[config.mk]
export PLATFORM = sky130hd
export DESIGN_NAME = mecanum_wheel_speed_mixer
export DESIGN_NICKNAME = d
export VERILOG_FILES = /design/src/rtl/mwsm_pkg.sv /design/src/rtl/mecanum_wheel_speed_mixer.sv
export SDC_FILE = /design/constraint.sdc
export NUM_CORES = 2
export LEC_CHECK = 0
export ABC_AREA = 0
export BUFFER_PORTS_ARGS = -buffer_cell sky130_fd_sc_hd__buf_2
export CAP_MARGIN = 20
export CORE_ASPECT_RATIO = 0.5
export CORE_UTILIZATION = 40
export DETAILED_ROUTE_END_ITERATION = 16
export GPL_TIMING_DRIVEN = 0
export PLACE_DENSITY = 0.65
export SLEW_MARGIN = 20
export SYNTH_ARGS = -nofsm -noshare
export SYNTH_HDL_FRONTEND = slang
export SYNTH_SLANG_ARGS = --single-unit
[constraint.sdc]
create_clock -name clock -period 33.1 [get_ports clock]
set_input_delay 4.965 -clock clock [delete_from_list [all_inputs] [get_ports clock]]
set_output_delay 4.965 -clock clock [all_outputs]
set_load 0.01 [all_outputs]
[src/rtl/mwsm_pkg.sv]
package mwsm_pkg;

   localparam int VEL_W    = 16;
   localparam int SPEED_W  = 21;
   localparam int CYCLE_W  = 16;
   localparam int LIMIT_W  = 20;
   localparam int SPAN_W   = 12;
   localparam int RADIUS_W = 10;
   localparam int CSR_IDX_W = 3;
   localparam int CSR_DAT_W = 20;

   localparam int MAG_W  = 28;
   localparam int PROD_W = 48;
   localparam int CNT_W  = 6;

   localparam logic [CYCLE_W-1:0]  CYCLE_RST  = 16'd1;
   localparam logic [LIMIT_W-1:0]  LIMIT_RST  = 20'd20000;
   localparam logic [SPAN_W-1:0]   SPAN_RST   = 12'd150;
   localparam logic [RADIUS_W-1:0] RADIUS_RST = 10'd30;

   localparam logic [MAG_W-1:0]   SPAN_SCALE  = 28'd1000;
   localparam logic [LIMIT_W-1:0] SPEED_SCALE = 20'd1000;

   localparam logic [CNT_W-1:0] SHORT_STEPS = 6'd28;
   localparam logic [CNT_W-1:0] LONG_STEPS  = 6'd48;

   localparam logic [CSR_IDX_W-1:0] CSR_CYCLE  = 3'd0;
   localparam logic [CSR_IDX_W-1:0] CSR_LIMIT  = 3'd1;
   localparam logic [CSR_IDX_W-1:0] CSR_SPAN   = 3'd2;
   localparam logic [CSR_IDX_W-1:0] CSR_RADIUS = 3'd3;

   localparam logic [1:0] MODE_DISABLE = 2'd0;
   localparam logic [1:0] MODE_SUSPEND = 2'd1;
   localparam logic [1:0] MODE_BRAKE   = 2'd2;
   localparam logic [1:0] MODE_RUN     = 2'd3;

   localparam logic [1:0] ACT_COAST = 2'd0;
   localparam logic [1:0] ACT_BRAKE = 2'd1;
   localparam logic [1:0] ACT_RUN   = 2'd2;

   typedef enum logic [8:0] {
      ST_IDLE  = 9'b000000001,
      ST_MUL   = 9'b000000010,
      ST_DIV   = 9'b000000100,
      ST_FIN   = 9'b000001000,
      ST_MIX   = 9'b000010000,
      ST_PEAK  = 9'b000100000,
      ST_CHECK = 9'b001000000,
      ST_SCALE = 9'b010000000,
      ST_DONE  = 9'b100000000
   } state_type;

   typedef enum logic [1:0] {
      OP_ROT = 2'd0,
      OP_WHL = 2'd1,
      OP_SCL = 2'd2
   } op_type;

endpackage

[src/rtl/mecanum_wheel_speed_mixer.sv]
// One restoring divider (1 quotient bit/cycle) serves all multiply-divide steps:
// a firing run tick scales the yaw term, then each wheel, and the wheels again
// when they exceed the limit; a firing stop tick goes straight to the done state,
// a non-firing tick only advances the tick counter. One item at a time: req_stall
// is high until the result is in the output register. Reset (synchronous, active
// high) restores register defaults, clears the tick counter and drops rsp_valid.
module mecanum_wheel_speed_mixer (
   input  logic                                   clock,
   input  logic                                   reset,
   input  logic                                   req_valid,
   output logic                                   req_stall,
   input  logic [1:0]                             req_chassis_mode,
   input  logic signed [mwsm_pkg::VEL_W-1:0]      req_velocity_x,
   input  logic signed [mwsm_pkg::VEL_W-1:0]      req_velocity_y,
   input  logic signed [mwsm_pkg::VEL_W-1:0]      req_yaw_rate,
   output logic                                   rsp_valid,
   input  logic                                   rsp_stall,
   output logic [1:0]                             rsp_drive_action,
   output logic signed [mwsm_pkg::SPEED_W-1:0]    rsp_wheel0_speed,
   output logic signed [mwsm_pkg::SPEED_W-1:0]    rsp_wheel1_speed,
   output logic signed [mwsm_pkg::SPEED_W-1:0]    rsp_wheel2_speed,
   output logic signed [mwsm_pkg::SPEED_W-1:0]    rsp_wheel3_speed,
   input  logic                                   csr_valid,
   output logic                                   csr_ready,
   input  logic [mwsm_pkg::CSR_IDX_W-1:0]         csr_index,
   input  logic [mwsm_pkg::CSR_DAT_W-1:0]         csr_data
);

   logic [mwsm_pkg::CYCLE_W-1:0]  cycle_ff, cycle_in;
   logic [mwsm_pkg::LIMIT_W-1:0]  limit_ff, limit_in;
   logic [mwsm_pkg::SPAN_W-1:0]   span_ff, span_in;
   logic [mwsm_pkg::RADIUS_W-1:0] radius_ff, radius_in;
   logic [mwsm_pkg::CYCLE_W-1:0]  tick_ff, tick_in;
   mwsm_pkg::state_type           state_ff, state_in;
   logic                          rsp_valid_ff, rsp_valid_in;

   mwsm_pkg::op_type              op_ff, op_in;
   logic [1:0]                    idx_ff, idx_in;
   logic signed [15:0]            vx_ff, vx_in, vy_ff, vy_in;
   logic signed [18:0]            rot_ff, rot_in;
   logic signed [28:0]            w_ff [4];
   logic signed [28:0]            w_in [4];
   logic [mwsm_pkg::MAG_W-1:0]    mag_ff, mag_in;
   logic                          neg_ff, neg_in;
   logic [mwsm_pkg::MAG_W-1:0]    rem_ff, rem_in;
   logic [mwsm_pkg::PROD_W-1:0]   quo_ff, quo_in;
   logic [mwsm_pkg::CNT_W-1:0]    cnt_ff, cnt_in;
   logic [mwsm_pkg::MAG_W-1:0]    peak_ff, peak_in;
   logic [1:0]                    act_ff, act_in;
   logic [1:0]                    rsp_act_ff, rsp_act_in;
   logic [mwsm_pkg::SPEED_W-1:0]  rsp_spd_ff [4];
   logic [mwsm_pkg::SPEED_W-1:0]  rsp_spd_in [4];

   logic                          accept;
   logic                          csr_write;
   logic [mwsm_pkg::CYCLE_W-1:0]  cycle_eff;
   logic                          fire;
   logic [mwsm_pkg::LIMIT_W-1:0]  mul_b;
   logic [mwsm_pkg::PROD_W-1:0]   prod;
   logic [mwsm_pkg::MAG_W-1:0]    divisor;
   logic [mwsm_pkg::MAG_W:0]      trial;
   logic [mwsm_pkg::MAG_W:0]      diff;
   logic                          take;
   logic signed [28:0]            qmag;
   logic signed [28:0]            res;
   logic signed [19:0]            vx_e, vy_e, rot_e, mix;
   logic [19:0]                   mix_mag;
   logic signed [28:0]            w_cur;
   logic [28:0]                   w_abs;
   logic [16:0]                   om_abs;
   logic                          out_free;

   assign accept    = req_valid && !req_stall;
   assign csr_ready = 1'b1;
   assign csr_write = csr_valid && csr_ready;
   assign req_stall = (state_ff != mwsm_pkg::ST_IDLE);
   assign out_free  = !rsp_valid_ff || !rsp_stall;

   assign cycle_eff = (cycle_ff == '0) ? mwsm_pkg::CYCLE_W'(1) : cycle_ff;
   assign fire      = (tick_ff >= cycle_eff - mwsm_pkg::CYCLE_W'(1));

   assign om_abs = req_yaw_rate[15] ? (17'd0 - {req_yaw_rate[15], req_yaw_rate})
                                    : {1'b0, req_yaw_rate};

   always_comb begin
      unique case (op_ff)
         mwsm_pkg::OP_ROT: begin
            mul_b   = {8'd0, span_ff};
            divisor = mwsm_pkg::SPAN_SCALE;
         end
         mwsm_pkg::OP_WHL: begin
            mul_b   = mwsm_pkg::SPEED_SCALE;
            divisor = (radius_ff == '0) ? 28'd1 : {18'd0, radius_ff};
         end
         default: begin
            mul_b   = limit_ff;
            divisor = peak_ff;
         end
      endcase
   end

   assign prod  = {20'd0, mag_ff} * {28'd0, mul_b};
   assign trial = {rem_ff, quo_ff[mwsm_pkg::PROD_W-1]};
   assign diff  = trial - {1'b0, divisor};
   assign take  = (trial >= {1'b0, divisor});
   assign qmag  = {1'b0, quo_ff[27:0]};
   assign res   = neg_ff ? (29'sd0 - qmag) : qmag;

   assign vx_e  = {{4{vx_ff[15]}}, vx_ff};
   assign vy_e  = {{4{vy_ff[15]}}, vy_ff};
   assign rot_e = {rot_ff[18], rot_ff};

   always_comb begin
      unique case (idx_ff)
         2'd0:    mix = vx_e - vy_e - rot_e;
         2'd1:    mix = -vx_e - vy_e - rot_e;
         2'd2:    mix = vx_e + vy_e - rot_e;
         default: mix = -vx_e + vy_e - rot_e;
      endcase
   end

   assign mix_mag = mix[19] ? (20'd0 - mix) : mix;
   assign w_cur   = w_ff[idx_ff];
   assign w_abs   = w_cur[28] ? (29'd0 - w_cur) : w_cur;

   always_comb begin
      cycle_in     = cycle_ff;
      limit_in     = limit_ff;
      span_in      = span_ff;
      radius_in    = radius_ff;
      tick_in      = tick_ff;
      state_in     = state_ff;
      rsp_valid_in = rsp_valid_ff;
      op_in        = op_ff;
      idx_in       = idx_ff;
      vx_in        = vx_ff;
      vy_in        = vy_ff;
      rot_in       = rot_ff;
      w_in         = w_ff;
      mag_in       = mag_ff;
      neg_in       = neg_ff;
      rem_in       = rem_ff;
      quo_in       = quo_ff;
      cnt_in       = cnt_ff;
      peak_in      = peak_ff;
      act_in       = act_ff;
      rsp_act_in   = rsp_act_ff;
      rsp_spd_in   = rsp_spd_ff;

      if (csr_write) begin
         unique case (csr_index)
            mwsm_pkg::CSR_CYCLE:  cycle_in  = csr_data[mwsm_pkg::CYCLE_W-1:0];
            mwsm_pkg::CSR_LIMIT:  limit_in  = csr_data[mwsm_pkg::LIMIT_W-1:0];
            mwsm_pkg::CSR_SPAN:   span_in   = csr_data[mwsm_pkg::SPAN_W-1:0];
            mwsm_pkg::CSR_RADIUS: radius_in = csr_data[mwsm_pkg::RADIUS_W-1:0];
            default: ;
         endcase
      end

      if (rsp_valid_ff && !rsp_stall) begin
         rsp_valid_in = 1'b0;
      end

      unique case (state_ff)
         mwsm_pkg::ST_IDLE: begin
            if (accept) begin
               if (!fire) begin
                  tick_in = tick_ff + mwsm_pkg::CYCLE_W'(1);
               end else begin
                  tick_in = '0;
                  if (req_chassis_mode == mwsm_pkg::MODE_RUN) begin
                     vx_in    = req_velocity_x;
                     vy_in    = req_velocity_y;
                     mag_in   = {11'd0, om_abs};
                     neg_in   = req_yaw_rate[15];
                     op_in    = mwsm_pkg::OP_ROT;
                     act_in   = mwsm_pkg::ACT_RUN;
                     state_in = mwsm_pkg::ST_MUL;
                  end else begin
                     act_in   = (req_chassis_mode == mwsm_pkg::MODE_BRAKE) ?
                                mwsm_pkg::ACT_BRAKE : mwsm_pkg::ACT_COAST;
                     for (int i = 0; i < 4; i++) begin
                        w_in[i] = '0;
                     end
                     state_in = mwsm_pkg::ST_DONE;
                  end
               end
            end
         end
         mwsm_pkg::ST_MUL: begin
            rem_in = '0;
            if (op_ff == mwsm_pkg::OP_SCL) begin
               quo_in = prod;
               cnt_in = mwsm_pkg::LONG_STEPS;
            end else begin
               quo_in = {prod[27:0], 20'd0};
               cnt_in = mwsm_pkg::SHORT_STEPS;
            end
            state_in = mwsm_pkg::ST_DIV;
         end
         mwsm_pkg::ST_DIV: begin
            rem_in = take ? diff[27:0] : trial[27:0];
            quo_in = {quo_ff[mwsm_pkg::PROD_W-2:0], take};
            cnt_in = cnt_ff - mwsm_pkg::CNT_W'(1);
            if (cnt_ff == mwsm_pkg::CNT_W'(1)) begin
               state_in = mwsm_pkg::ST_FIN;
            end
         end
         mwsm_pkg::ST_FIN: begin
            unique case (op_ff)
               mwsm_pkg::OP_ROT: begin
                  rot_in   = res[18:0];
                  idx_in   = 2'd0;
                  state_in = mwsm_pkg::ST_MIX;
               end
               mwsm_pkg::OP_WHL: begin
                  w_in[idx_ff] = res;
                  idx_in       = idx_ff + 2'd1;
                  if (idx_ff == 2'd3) begin
                     peak_in  = '0;
                     state_in = mwsm_pkg::ST_PEAK;
                  end else begin
                     state_in = mwsm_pkg::ST_MIX;
                  end
               end
               default: begin
                  w_in[idx_ff] = res;
                  idx_in       = idx_ff + 2'd1;
                  state_in     = (idx_ff == 2'd3) ? mwsm_pkg::ST_DONE : mwsm_pkg::ST_SCALE;
               end
            endcase
         end
         mwsm_pkg::ST_MIX: begin
            mag_in   = {8'd0, mix_mag};
            neg_in   = mix[19];
            op_in    = mwsm_pkg::OP_WHL;
            state_in = mwsm_pkg::ST_MUL;
         end
         mwsm_pkg::ST_PEAK: begin
            if (w_abs[27:0] > peak_ff) begin
               peak_in = w_abs[27:0];
            end
            idx_in = idx_ff + 2'd1;
            if (idx_ff == 2'd3) begin
               state_in = mwsm_pkg::ST_CHECK;
            end
         end
         mwsm_pkg::ST_CHECK: begin
            idx_in   = 2'd0;
            state_in = (peak_ff > {8'd0, limit_ff}) ? mwsm_pkg::ST_SCALE : mwsm_pkg::ST_DONE;
         end
         mwsm_pkg::ST_SCALE: begin
            mag_in   = w_abs[27:0];
            neg_in   = w_cur[28];
            op_in    = mwsm_pkg::OP_SCL;
            state_in = mwsm_pkg::ST_MUL;
         end
         mwsm_pkg::ST_DONE: begin
            if (out_free) begin
               rsp_valid_in = 1'b1;
               rsp_act_in   = act_ff;
               for (int i = 0; i < 4; i++) begin
                  rsp_spd_in[i] = w_ff[i][mwsm_pkg::SPEED_W-1:0];
               end
               state_in = mwsm_pkg::ST_IDLE;
            end
         end
         default: begin
            state_in = mwsm_pkg::ST_IDLE;
         end
      endcase
   end

   always_ff @(posedge clock) begin
      if (reset) begin
         cycle_ff     <= mwsm_pkg::CYCLE_RST;
         limit_ff     <= mwsm_pkg::LIMIT_RST;
         span_ff      <= mwsm_pkg::SPAN_RST;
         radius_ff    <= mwsm_pkg::RADIUS_RST;
         tick_ff      <= '0;
         state_ff     <= mwsm_pkg::ST_IDLE;
         rsp_valid_ff <= 1'b0;
      end else begin
         cycle_ff     <= cycle_in;
         limit_ff     <= limit_in;
         span_ff      <= span_in;
         radius_ff    <= radius_in;
         tick_ff      <= tick_in;
         state_ff     <= state_in;
         rsp_valid_ff <= rsp_valid_in;
      end
   end

   always_ff @(posedge clock) begin
      op_ff      <= op_in;
      idx_ff     <= idx_in;
      vx_ff      <= vx_in;
      vy_ff      <= vy_in;
      rot_ff     <= rot_in;
      w_ff       <= w_in;
      mag_ff     <= mag_in;
      neg_ff     <= neg_in;
      rem_ff     <= rem_in;
      quo_ff     <= quo_in;
      cnt_ff     <= cnt_in;
      peak_ff    <= peak_in;
      act_ff     <= act_in;
      rsp_act_ff <= rsp_act_in;
      rsp_spd_ff <= rsp_spd_in;
   end

   assign rsp_valid        = rsp_valid_ff;
   assign rsp_drive_action = rsp_act_ff;
   assign rsp_wheel0_speed = rsp_spd_ff[0];
   assign rsp_wheel1_speed = rsp_spd_ff[1];
   assign rsp_wheel2_speed = rsp_spd_ff[2];
   assign rsp_wheel3_speed = rsp_spd_ff[3];

endmodule

==> results.json <==
{
  "cts_buffer_depth": 3,
  "rr_endpoint": "quo_ff[46]$_DFFE_PP_",
  "vias": 39500,
  "dp_hpwl_mm": 132,
  "cp_max_fo": 10,
  "async_reset_ff_share_pct": 0,
  "dpl_cell_area_um2": 52500,
  "drtIter0Drc": 3927,
  "mostFrequentLayoutCells": "740 x inv_1, 552 x nand2_1, 540 x fa_1, 398 x edfxtp_1, 365 x nor2_1",
  "synth-seq-area-share_pct": 27.8,
  "die_w_um": 497,
  "clk_pin_slew_ps": 60,
  "reg2reg_depth": 28,
  "ant_nets": 0,
  "cap_violations": 0,
  "clk_latency_ps": 650,
  "critPathCapture": "quo_ff[46]$_DFFE_PP_",
  "cpMostUsedCell": "fa_1",
  "startpoint": "op_ff[1]$_DFFE_PP_",
  "fmax_mhz": 93.5,
  "synth_cells": 5152,
  "synth-main-ff-cell": "edfxtp_1",
  "finish.net_count": 6359,
  "final_util_pct": 44.8,
  "wl_per_cell_um": 23.2,
  "startpoint_type": "flip-flop",
  "fin_setup_tns_ps": 0,
  "r2r_start": "op_ff[1]$_DFFE_PP_",
  "synth-edff-count": 398,
  "layout_min_cycle_time_ps": 10690,
  "rows": 90,
  "cts_tree": "done",
  "fin_cells": 7044,
  "io-pin-count": 167,
  "yosysWarnings": 0,
  "layout_commonest_cell": "inv_1",
  "htree_levels": 2,
  "synthesis.nets": 6114,
  "slew_headroom_pct": 18.6,
  "synth-seq-cells": 482,
  "core-area_um2": 121000,
  "critical_path_class": "reg2reg",
  "numCtsBuffers": 50,
  "cts-root-buf": "clkbuf_16",
  "run_status": "completed",
  "initial_core_util_pct": 40.5,
  "dp.cells": 6955,
  "antenna_found_initial": 6,
  "track_usage_pct": 26.2,
  "drv_slew": 0,
  "p_leak_nw": 23.7,
  "postCtsHoldBufs": 0,
  "die-area_um2": 124000,
  "rsz0062_at_grt": "no",
  "syn_area_um2": 49100,
  "p_total_mw": 4.39,
  "ys_types": 86,
  "layout-drive-gt1-share_pct": 6.48,
  "post_cts_buffers": 0,
  "ir_drop_v": 0.000130,
  "max_stage_delay_ps": 1000,
  "endpoint_kind": "flip-flop",
  "crit_required_ps": 33400,
  "cp.arrival_ps": 10990,
  "drc": 0,
  "grt_pass1_wl_mm": 247,
  "post_cts_resized": 0,
  "syn_to_final_growth_pct": 10.5,
  "place_congestion": 0.991,
  "filler_cell_count": 11500,
  "fin_crit_sh_pct": 32.3,
  "first_pass_iters": 6,
  "final-hold-violation-count": 0,
  "powerDensity_nw_per_um2": 81.0,
  "vias_per_cell": 5.60,
  "grt_pass1_vias": 39600,
  "worst_slew_pin_slew_ps": 1210,
  "hold_class": "reg2reg",
  "skew_ps": 65.2,
  "cts.sinks": 482,
  "reg2reg_slack_ps": 22410,
  "grt_overflow": 0,
  "die_h_um": 250,
  "io_buffers": 165,
  "fin_area_um2": 54200,
  "final-setup-viol-count": 0,
  "avgSynthCellArea_um2": 9.52,
  "grt_max_degree": 28,
  "slowest_stage": "nor2_1",
  "drt_wl_total_mm": 163
}
through the flow:
step	setup WS, ps	hold slack [ps]
after floorplan	18630	400
after global placement	14990	401
after detailed placement	22660	406
after CTS	22610	420
after global routing	21880	434
final	22410	420
report_power, final:
part           switching, mW  internal [mW]
clock network          0.263          0.357
logic                   1.82           1.06
registers             0.0692          0.822
cell families (layout without fill, tap and decap cells):
family,Yosys count,after routing,share of synthesized area (%)
other,1,2,0.00764
buffers and inverters,993,1274,7.62
and+or+nand+nor,1607,1607,15.8
DFF,482,482,27.8
muxes,73,73,2.21
AOI/OAI and AO/OA,864,864,11.3
xor gates and xnor gates,248,248,4.43
adders and majority gates,884,884,30.8
cell usage after synthesis (44+ instances only):
master    number  share of area [%]
a21oi_1      249                2.5
ha_1         344                8.8
dfxtp_1       84                3.4
nand3_1       44               0.45
fa_1         540                 22
nor2_1       366                2.8
edfxtp_1     398                 24
nand2_1      552                4.2
and3_1       115                1.5
xnor2_1      139                2.5
and2_1       203                2.6
clkbuf_1     227                1.7
a21o_1        81                1.2
xor2_1       109                1.9
nor2b_1       61               0.78
nor3_1        63               0.64
inv_1        740                5.7
nand2b_1      44               0.56
a211oi_1     126                1.9
o21ai_0      151                1.5
how the worst min path moves through the flow:
stage	startpoint	endpoint	slack (ps)	cells past startpoint
2_1_floorplan	act_ff[0]$_SDFFCE_PP0P_	rsp_drive_action[0]$_DFFE_PP_	400	0
5_1_grt	act_ff[0]$_SDFFCE_PP0P_	rsp_drive_action[0]$_DFFE_PP_	430	0
3_3_place_gp	act_ff[0]$_SDFFCE_PP0P_	rsp_drive_action[0]$_DFFE_PP_	400	0
4_1_cts	act_ff[0]$_SDFFCE_PP0P_	rsp_drive_action[0]$_DFFE_PP_	420	0
3_5_place_dp	act_ff[0]$_SDFFCE_PP0P_	rsp_drive_action[0]$_DFFE_PP_	410	0
6_report	act_ff[0]$_SDFFCE_PP0P_	rsp_drive_action[0]$_DFFE_PP_	420	0
worst max-delay path, delay by kind of cell (launching register included):
family          cells  cell delay, ps
simple gates        8            2400
buf+inv             6            2010
compound gates      6            1510
fa+ha+maj           8            4120
flops               1             320
routing by layer:
layer  global-route usage, %  wire [µm]  up-vias
li1                        -          -    17600
met1                    35.7      68300    19700
met2                    41.6      73200     1900
met3                    5.42      15800      265
met4                    8.68       5840        0
met5                       0          0        -
sequential cells by signal, indices dropped and copies added (netlist names), 19 cells and up:
signal            count
limit_ff             20
w_ff                116
rot_ff               19
rsp_wheel3_speed     21
rsp_wheel2_speed     21
peak_ff              28
rem_ff               28
rsp_wheel0_speed     21
quo_ff               48
rsp_wheel1_speed     21
mag_ff               28
layout make-up:
class | instances | area (µm²) | area share (%)
Clock inverter | 30 | 410 | 0.757
Clock buffer | 58 | 1350 | 2.49
Multi-Input combinational cell | 3677 | 31800 | 58.6
Antenna cell | 1 | 2.50 | 0.00461
Inverter | 741 | 2780 | 5.13
Buffer | 252 | 958 | 1.77
Sequential cell | 482 | 13600 | 25.1
Tap cell | 1610 | 2010 | 3.71
Timing Repair Buffer | 193 | 1290 | 2.37
Power figures use the tool's default switching activity.
